--- config.mk ---
export PLATFORM = sky130hd
export DESIGN_NAME = seen_device_table_lru
export DESIGN_NICKNAME = d
export VERILOG_FILES = /design/src/sv/sdt_pkg.sv /design/src/sv/sdt_ram.sv /design/src/sv/seen_device_table_lru.sv
export VERILOG_INCLUDE_DIRS = /design/src /design/src/sv
export SDC_FILE = /design/constraint.sdc
export NUM_CORES = 2
export LEC_CHECK = 0
export BUFFER_PORTS_ARGS = -buffer_cell sky130_fd_sc_hd__buf_2
export CORE_MARGIN = 2
export CORE_UTILIZATION = 42
export DETAILED_ROUTE_END_ITERATION = 16
export PLACE_DENSITY_LB_ADDON = 0.08
export REMOVE_ABC_BUFFERS = 1
export SYNTH_ARGS = -nofsm -noshare
export SYNTH_HDL_FRONTEND = slang
export SYNTH_HIERARCHICAL = 1
export SYNTH_SLANG_ARGS = --single-unit
export TNS_END_PERCENT = 50
--- constraint.sdc ---
create_clock -name i_clk -period 12.7 [get_ports i_clk]
set_clock_uncertainty 0.15 [all_clocks]
set_input_delay 1.27 -clock i_clk [delete_from_list [all_inputs] [get_ports i_clk]]
set_output_delay 1.27 -clock i_clk [all_outputs]
set_load 0.05 [all_outputs]
--- src/sv/seen_device_table_lru_macros.svh ---
// Assertion helpers for the seen device table.
// All checks sample on i_clk and are off while i_rst_n is low.
`ifndef SEEN_DEVICE_TABLE_LRU_MACROS_SVH
`define SEEN_DEVICE_TABLE_LRU_MACROS_SVH

// Same-cycle implication
`define SDT_ASSERT_NOW(lbl, ante, cons, msg) \
    lbl: assert property (@(posedge i_clk) disable iff (!i_rst_n) (ante) |-> (cons)) \
        else $error(msg);

// Next-cycle implication
`define SDT_ASSERT_NEXT(lbl, ante, cons, msg) \
    lbl: assert property (@(posedge i_clk) disable iff (!i_rst_n) (ante) |=> (cons)) \
        else $error(msg);

`endif

--- src/sv/sdt_pkg.sv ---
`timescale 1ns / 1ps
`default_nettype none

package sdt_pkg;

    localparam int ADDR_W = 48;
    localparam int TIME_W = 32;
    localparam int SLOT_W = 4;

    // Input word: address in the low bits, time above it
    localparam int IN_DATA_W  = 80;
    // Output word: hit, slot, evicted, first_seen, zero pad
    localparam int OUT_DATA_W = 40;

    // One table entry as stored in memory
    typedef struct packed {
        logic [ADDR_W-1:0] addr;
        logic [TIME_W-1:0] last_seen;
        logic [TIME_W-1:0] first_seen;
    } t_entry;

    localparam int ENTRY_W = $bits(t_entry);

endpackage

`default_nettype wire

--- src/sv/sdt_ram.sv ---
`timescale 1ns / 1ps
`default_nettype none

// Simple dual-port RAM, one write and one registered read port
module sdt_ram #(
    parameter int WIDTH = 8,
    parameter int DEPTH = 16
) (
    input  wire                      i_clk,
    input  wire                      i_wr_en,
    input  wire [$clog2(DEPTH)-1:0]  i_wr_addr,
    input  wire [WIDTH-1:0]          i_wr_data,
    input  wire                      i_rd_en,
    input  wire [$clog2(DEPTH)-1:0]  i_rd_addr,
    output logic [WIDTH-1:0]         o_rd_data
);

    logic [WIDTH-1:0] r_mem [DEPTH];

    always_ff @(posedge i_clk) begin
        if (i_wr_en) begin
            r_mem[i_wr_addr] <= i_wr_data;
        end
        if (i_rd_en) begin
            o_rd_data <= r_mem[i_rd_addr];
        end
    end

endmodule

`default_nettype wire

--- src/sv/seen_device_table_lru.sv ---
`timescale 1ns / 1ps
`default_nettype none

// Table of recently seen 48-bit device addresses with LRU replacement. Each input
// word is one sighting (address, current time) and gives exactly one output word:
// hit flag, slot, evicted flag and the slot's first-seen time. Address and times
// live in one RAM with a single read port, which is walked one entry per cycle
// for every sighting; valid bits are flip-flops cleared at reset, so no clearing
// pass is needed. Each sighting passes through these steps in order: the accept,
// RAM reads issued for every entry, a check of the last entry read (the RAM read
// is registered), the close of the scan, and the write-back of the entry together
// with the loading of the output register. The input is taken again as soon as
// the output word is loaded, even while it waits for m_axis_tready; the next
// write-back then waits until that word is taken.
`include "seen_device_table_lru_macros.svh"

module seen_device_table_lru #(
    parameter int ENTRIES = 16
) (
    input  wire         i_clk,
    input  wire         i_rst_n,
    // s_axis_tdata: [47:0] device_address, [79:48] now_time
    input  wire         s_axis_tvalid,
    output logic        s_axis_tready,
    input  wire [79:0]  s_axis_tdata,
    // m_axis_tdata: [0] hit, [4:1] slot, [5] evicted_valid, [37:6] first_seen,
    // [39:38] zero
    output logic        m_axis_tvalid,
    input  wire         m_axis_tready,
    output logic [39:0] m_axis_tdata
);

    localparam int IW = $clog2(ENTRIES);
    localparam int CW = $clog2(ENTRIES + 1);
    localparam logic [CW-1:0] SCAN_END = CW'(ENTRIES);

    localparam logic [1:0] S_IDLE  = 2'd0;
    localparam logic [1:0] S_SCAN  = 2'd1;
    localparam logic [1:0] S_WRITE = 2'd2;

    logic [1:0]                   r_state, n_state;
    logic [sdt_pkg::ADDR_W-1:0]   r_addr, n_addr;
    logic [sdt_pkg::TIME_W-1:0]   r_now, n_now;
    logic [CW-1:0]                r_rd_cnt, n_rd_cnt;
    logic                         r_chk_vld, n_chk_vld;
    logic [IW-1:0]                r_chk_idx, n_chk_idx;
    logic                         r_hit, n_hit;
    logic [IW-1:0]                r_hit_idx, n_hit_idx;
    logic [sdt_pkg::TIME_W-1:0]   r_hit_first, n_hit_first;
    logic                         r_have_inv, n_have_inv;
    logic [IW-1:0]                r_inv_idx, n_inv_idx;
    logic [IW-1:0]                r_best_idx, n_best_idx;
    logic [sdt_pkg::TIME_W-1:0]   r_best_time, n_best_time;
    logic [ENTRIES-1:0]           r_valid, n_valid;
    logic                         r_out_vld, n_out_vld;
    logic [39:0]                  r_out_data, n_out_data;

    logic                         w_rd_en;
    logic                         w_wr_en;
    logic                         w_load;
    logic [IW-1:0]                w_slot;
    logic                         w_evicted;
    logic [sdt_pkg::ENTRY_W-1:0]  w_rd_raw;
    sdt_pkg::t_entry              w_rd_entry;
    sdt_pkg::t_entry              w_wr_entry;

    // Entry store
    sdt_ram #(
        .WIDTH (sdt_pkg::ENTRY_W),
        .DEPTH (ENTRIES)
    ) u_ram (
        .i_clk     (i_clk),
        .i_wr_en   (w_wr_en),
        .i_wr_addr (w_slot),
        .i_wr_data (w_wr_entry),
        .i_rd_en   (w_rd_en),
        .i_rd_addr (r_rd_cnt[IW-1:0]),
        .o_rd_data (w_rd_raw)
    );

    assign w_rd_entry = sdt_pkg::t_entry'(w_rd_raw);

    // Target slot: matching entry, else first invalid, else oldest below now, else slot 0
    assign w_slot    = r_hit ? r_hit_idx : (r_have_inv ? r_inv_idx : r_best_idx);
    assign w_evicted = !r_hit && !r_have_inv;

    assign w_wr_entry.addr       = r_addr;
    assign w_wr_entry.last_seen  = r_now;
    assign w_wr_entry.first_seen = r_hit ? r_hit_first : r_now;

    // Sequencer
    always_comb begin
        n_state     = r_state;
        n_addr      = r_addr;
        n_now       = r_now;
        n_rd_cnt    = r_rd_cnt;
        n_chk_vld   = r_chk_vld;
        n_chk_idx   = r_chk_idx;
        n_hit       = r_hit;
        n_hit_idx   = r_hit_idx;
        n_hit_first = r_hit_first;
        n_have_inv  = r_have_inv;
        n_inv_idx   = r_inv_idx;
        n_best_idx  = r_best_idx;
        n_best_time = r_best_time;
        n_valid     = r_valid;
        n_out_vld   = r_out_vld;
        n_out_data  = r_out_data;
        w_rd_en     = 1'b0;
        w_wr_en     = 1'b0;
        w_load      = 1'b0;

        // output word taken
        if (m_axis_tready) begin
            n_out_vld = 1'b0;
        end

        case (r_state)
            S_IDLE: begin
                if (s_axis_tvalid) begin
                    n_addr      = s_axis_tdata[47:0];
                    n_now       = s_axis_tdata[79:48];
                    n_rd_cnt    = '0;
                    n_chk_vld   = 1'b0;
                    n_hit       = 1'b0;
                    n_have_inv  = 1'b0;
                    n_best_idx  = '0;
                    n_best_time = s_axis_tdata[79:48];
                    n_state     = S_SCAN;
                end
            end
            S_SCAN: begin
                // issue reads, one entry per cycle
                if (r_rd_cnt != SCAN_END) begin
                    w_rd_en  = 1'b1;
                    n_rd_cnt = r_rd_cnt + 1'b1;
                end
                n_chk_vld = (r_rd_cnt != SCAN_END);
                n_chk_idx = r_rd_cnt[IW-1:0];

                // check the entry read last cycle
                if (r_chk_vld) begin
                    if (r_valid[r_chk_idx]) begin
                        if (!r_hit && (w_rd_entry.addr == r_addr)) begin
                            n_hit       = 1'b1;
                            n_hit_idx   = r_chk_idx;
                            n_hit_first = w_rd_entry.first_seen;
                        end
                        if (w_rd_entry.last_seen < r_best_time) begin
                            n_best_time = w_rd_entry.last_seen;
                            n_best_idx  = r_chk_idx;
                        end
                    end else if (!r_have_inv) begin
                        n_have_inv = 1'b1;
                        n_inv_idx  = r_chk_idx;
                    end
                end

                if (!r_chk_vld && (r_rd_cnt == SCAN_END)) begin
                    n_state = S_WRITE;
                end
            end
            S_WRITE: begin
                // write back and load the output word together
                if (!r_out_vld || m_axis_tready) begin
                    w_load           = 1'b1;
                    w_wr_en          = 1'b1;
                    n_valid[w_slot]  = 1'b1;
                    n_out_vld        = 1'b1;
                    n_out_data       = {2'b00, w_wr_entry.first_seen, w_evicted,
                                        sdt_pkg::SLOT_W'(w_slot), r_hit};
                    n_state          = S_IDLE;
                end
            end
            default: begin
                n_state = S_IDLE;
            end
        endcase
    end

    always_ff @(posedge i_clk) begin
        if (!i_rst_n) begin
            r_state   <= S_IDLE;
            r_rd_cnt  <= '0;
            r_chk_vld <= 1'b0;
            r_valid   <= '0;
            r_out_vld <= 1'b0;
        end else begin
            r_state   <= n_state;
            r_rd_cnt  <= n_rd_cnt;
            r_chk_vld <= n_chk_vld;
            r_valid   <= n_valid;
            r_out_vld <= n_out_vld;
        end
    end

    // Payload and scan results, no reset
    always_ff @(posedge i_clk) begin
        r_addr      <= n_addr;
        r_now       <= n_now;
        r_chk_idx   <= n_chk_idx;
        r_hit       <= n_hit;
        r_hit_idx   <= n_hit_idx;
        r_hit_first <= n_hit_first;
        r_have_inv  <= n_have_inv;
        r_inv_idx   <= n_inv_idx;
        r_best_idx  <= n_best_idx;
        r_best_time <= n_best_time;
        r_out_data  <= n_out_data;
    end

    assign s_axis_tready = (r_state == S_IDLE);
    assign m_axis_tvalid = r_out_vld;
    assign m_axis_tdata  = r_out_data;

    // Checks
    `SDT_ASSERT_NEXT(a_accept_starts_scan, s_axis_tvalid && s_axis_tready,
        r_state == S_SCAN && r_rd_cnt == '0, "accepted word did not start a scan")
    `SDT_ASSERT_NOW(a_cnt_bound, 1'b1, r_rd_cnt <= SCAN_END,
        "scan counter ran past the table")
    `SDT_ASSERT_NOW(a_hit_on_valid, w_load && r_hit, r_valid[r_hit_idx],
        "hit reported on an invalid entry")
    `SDT_ASSERT_NEXT(a_load_sets_valid, w_load,
        m_axis_tvalid && r_valid[$past(w_slot)], "written slot not marked valid")

endmodule

`default_nettype wire

==> impl_metrics.env <==
export IMPL_status="finished clean"
export IMPL_vias=36700
export IMPL_clkLatencyLatePin_ns=0.85
export IMPL_synth_async_sr_flop_share=0
export IMPL_slew_viol_final=0
export IMPL_fillers=15500
export IMPL_layout_nets=3892
export IMPL_hp_class="reg -> reg"
export IMPL_yosysTopAreaCell="edfxtp_1"
export IMPL_synth_area_um2=79700
export IMPL_grt_util_met2=0.346
export IMPL_clk_pin_slew_ns=0.06
export IMPL_grt_pass1_vias=39100
export IMPL_ys_ff_latch=2129
export IMPL_total_power_mw=14.8
export IMPL_rows=159
export IMPL_drive_gt1_frac=0.251
export IMPL_powerDensity_nw_per_um2=164
export IMPL_postCtsHoldBufs=0
export IMPL_maxCapViolCount=0
export IMPL_hold_ws_ns=0.266
export IMPL_drt_iter0_markers=3114
export IMPL_port_buffers=123
export IMPL_wirelength_um=198000
export IMPL_tightest_slew_ns=1.16
export IMPL_avgSynthCellArea_um2=22.6
export IMPL_yosysUniqueCellTypes=51
export IMPL_hpwl_um=97600
export IMPL_fp_dieH_um=440
export IMPL_vias_per_cell=5.68
export IMPL_finalCoreUtilization=0.479
export IMPL_crit_type="in -> reg"
export IMPL_place_congestion=0.733
export IMPL_drtAntennaViolNets=0
export IMPL_relSlewSlack=0.223
export IMPL_grt_overflow=0
export IMPL_path_cells="buf_2 -> nand2b_1 -> nand2b_1 -> clkinv_2 -> buf_4 -> nand3b_1 -> nor2_4 -> buf_4 -> buf_4"
export IMPL_die_w_um=440
export IMPL_yosysTopAreaCellShare=0.793
export IMPL_grt_pass1_wl_um=284000
export IMPL_ctsResizeCount=0
export IMPL_ys_seq_area_frac=0.799
export IMPL_area_growth_syn_to_layout_pct=13.1
export IMPL_cts_tree="yes"
export IMPL_io_pins=126
export IMPL_cts_max_level=4
export IMPL_period_minus_slack_ns=5.10
export IMPL_netlist_top_cells_area="edfxtp_1, mux4_2, a22oi_1"
export IMPL_setup_tns_ns=0
export IMPL_max_clock_path_buffers=3
export IMPL_start_util=0.423
export IMPL_fin_crit_sh=0.401
export IMPL_grtUsageMet3=0.0327
export IMPL_rsz0062_at_grt="no"
export IMPL_grt_most_used_layer="met2"
export IMPL_critPathMaxFanout=40
export IMPL_core_area_um2=188000
export IMPL_grt_use_met1=0.280
export IMPL_cp_data_arrival_time_ns=5.40
export IMPL_cts_setup_buffers=0
export IMPL_fmax_mhz=196
export IMPL_ir_drop_v=0.000118
export IMPL_antenna_found_initial=10
export IMPL_slowest_delay_ns=0.74
export IMPL_grt_usage=0.207
export IMPL_post_drt_wl_per_cell_um=30.7
export IMPL_grt_max_degree=130
export IMPL_finalHoldViolCount=0
export IMPL_worst_path_most_repeated_cell="buf_4"
export IMPL_power_leakage_nw=27.9
export IMPL_crit_path_top_delay_cell="nor2_4"
export IMPL_cp_start_kind="input port"
export IMPL_yosysWarnings=6
export IMPL_syn_instance_count=3526
export IMPL_drc_errors=0
export IMPL_cts_buffers=216
export IMPL_required_ns=13.00
export IMPL_final_common_cell="edfxtp_1"
export IMPL_cts_sinks=2129
export IMPL_synth_edf_count=2104
export IMPL_drt_first_pass_iters=5
export IMPL_layout_common_cells="edfxtp_1, mux4_2, nand2_1"
export IMPL_cts_root_buf="clkbuf_16"
export IMPL_die_area_um2=193000
export IMPL_synth_flop_cell="edfxtp_1"
export IMPL_worstSetupEndpointType="register"
export IMPL_setup_viol=0
==> metal layers <==
layer	routed length, µm	part of all wire	vias up
li1	-	-	15300
met1	83400	0.42	20000
met2	99300	0.50	1077
met3	10100	0.051	296
met4	5720	0.029	0
met5	0	0	-
==> cells by family (layout without fill, tap and decap cells) <==
kind of cell             count (synthesis)  in the layout  share of synthesized area
adder cells (fa/ha/maj)                 33             33                    0.00518
multiplexers                           491            491                      0.133
AO/OA/AOI/OAI                          286            286                     0.0262
other                                    1             10                  0.0000471
XOR/XNOR                                51             51                    0.00561
AND/OR/NAND/NOR                        327            327                     0.0175
buffers and inverters                  208            634                     0.0130
flip-flops                            2129           2129                      0.799
==> power by group <==
part	total, mW	switching [mW]	internal, mW
Combinational	0.725	0.440	0.284
Clock	6.01	2.61	3.41
Sequential	8.07	0.139	7.93
Total	14.8	3.19	11.6
==> worst paths after layout <==
path | startpoint | endpoint | slack, ns | cells after the start
max | m_axis_tready | u_ram/r_mem[6][83] | 7.60 | 9
min | u_ram/o_rd_data[19] | r_hit_first[19] | 0.27 | 0
max reg2reg | r_state[0] | u_ram/r_mem[6][83] | 7.68 | 8
min reg2reg | u_ram/o_rd_data[19] | r_hit_first[19] | 0.27 | 0
==> cells in the mapped netlist, drive strengths merged, types with 5 or more instances <==
cell type and count:
nand4 7, o21a 19, o21ai 12, nand2 227, clkbuf 62, nor2 34
nand3 5, a21oi 15, inv 40, and2 5, buf 105, mux4 452
nor3 15, nor4 11, xor2 49, dfxtp 25, a22oi 225, edfxtp 2104
nand2b 7, mux2i 7, mux2 32, ha 33
==> worst max-delay path: cells and delay by family <==
family	cells	cell delay, ns
AND/OR/NAND/NOR	4	1.52
buffers and inverters	5	2.50
==> metrics by stage <==
stage | cell area [µm²] | std cells | worst slack (ns)
floorplan | 78800 | 3360 | -9.79
global placement | 83400 | 6052 | 6.70
detailed placement | 83400 | 6052 | 6.70
CTS | 90100 | 6448 | 7.60
global route | 90100 | 6454 | 7.45
finish | 90200 | 6456 | 7.60
==> sequential cells by signal (all words and copies together) (netlist names) <==
register and cells:
r_now 32, r_hit_first 32, m_axis_tdata 38, r_valid 16, r_chk_idx 4, r_addr 48, r_inv_idx 4, r_hit 1
m_axis_tvalid 1, r_hit_idx 4, r_state 2, r_rd_cnt 5, r_best_idx 4, u_ram/o_rd_data 112, r_best_time 32, r_chk_vld 1
r_have_inv 1, u_ram/r_mem 1792
==> final cells by class <==
class | instances | area [µm²] | area share
sequential | 2129 | 63700 | 0.706
multi-input combinational | 1190 | 15100 | 0.168
clock buffer | 284 | 5770 | 0.0640
tap | 2495 | 3120 | 0.0346
timing repair buffer | 197 | 1320 | 0.0147
clock inverter | 112 | 938 | 0.0104
inverter | 41 | 160 | 0.00178
antenna | 8 | 20.0 | 0.000222
Note: power is estimated with default switching activity, not from simulation.
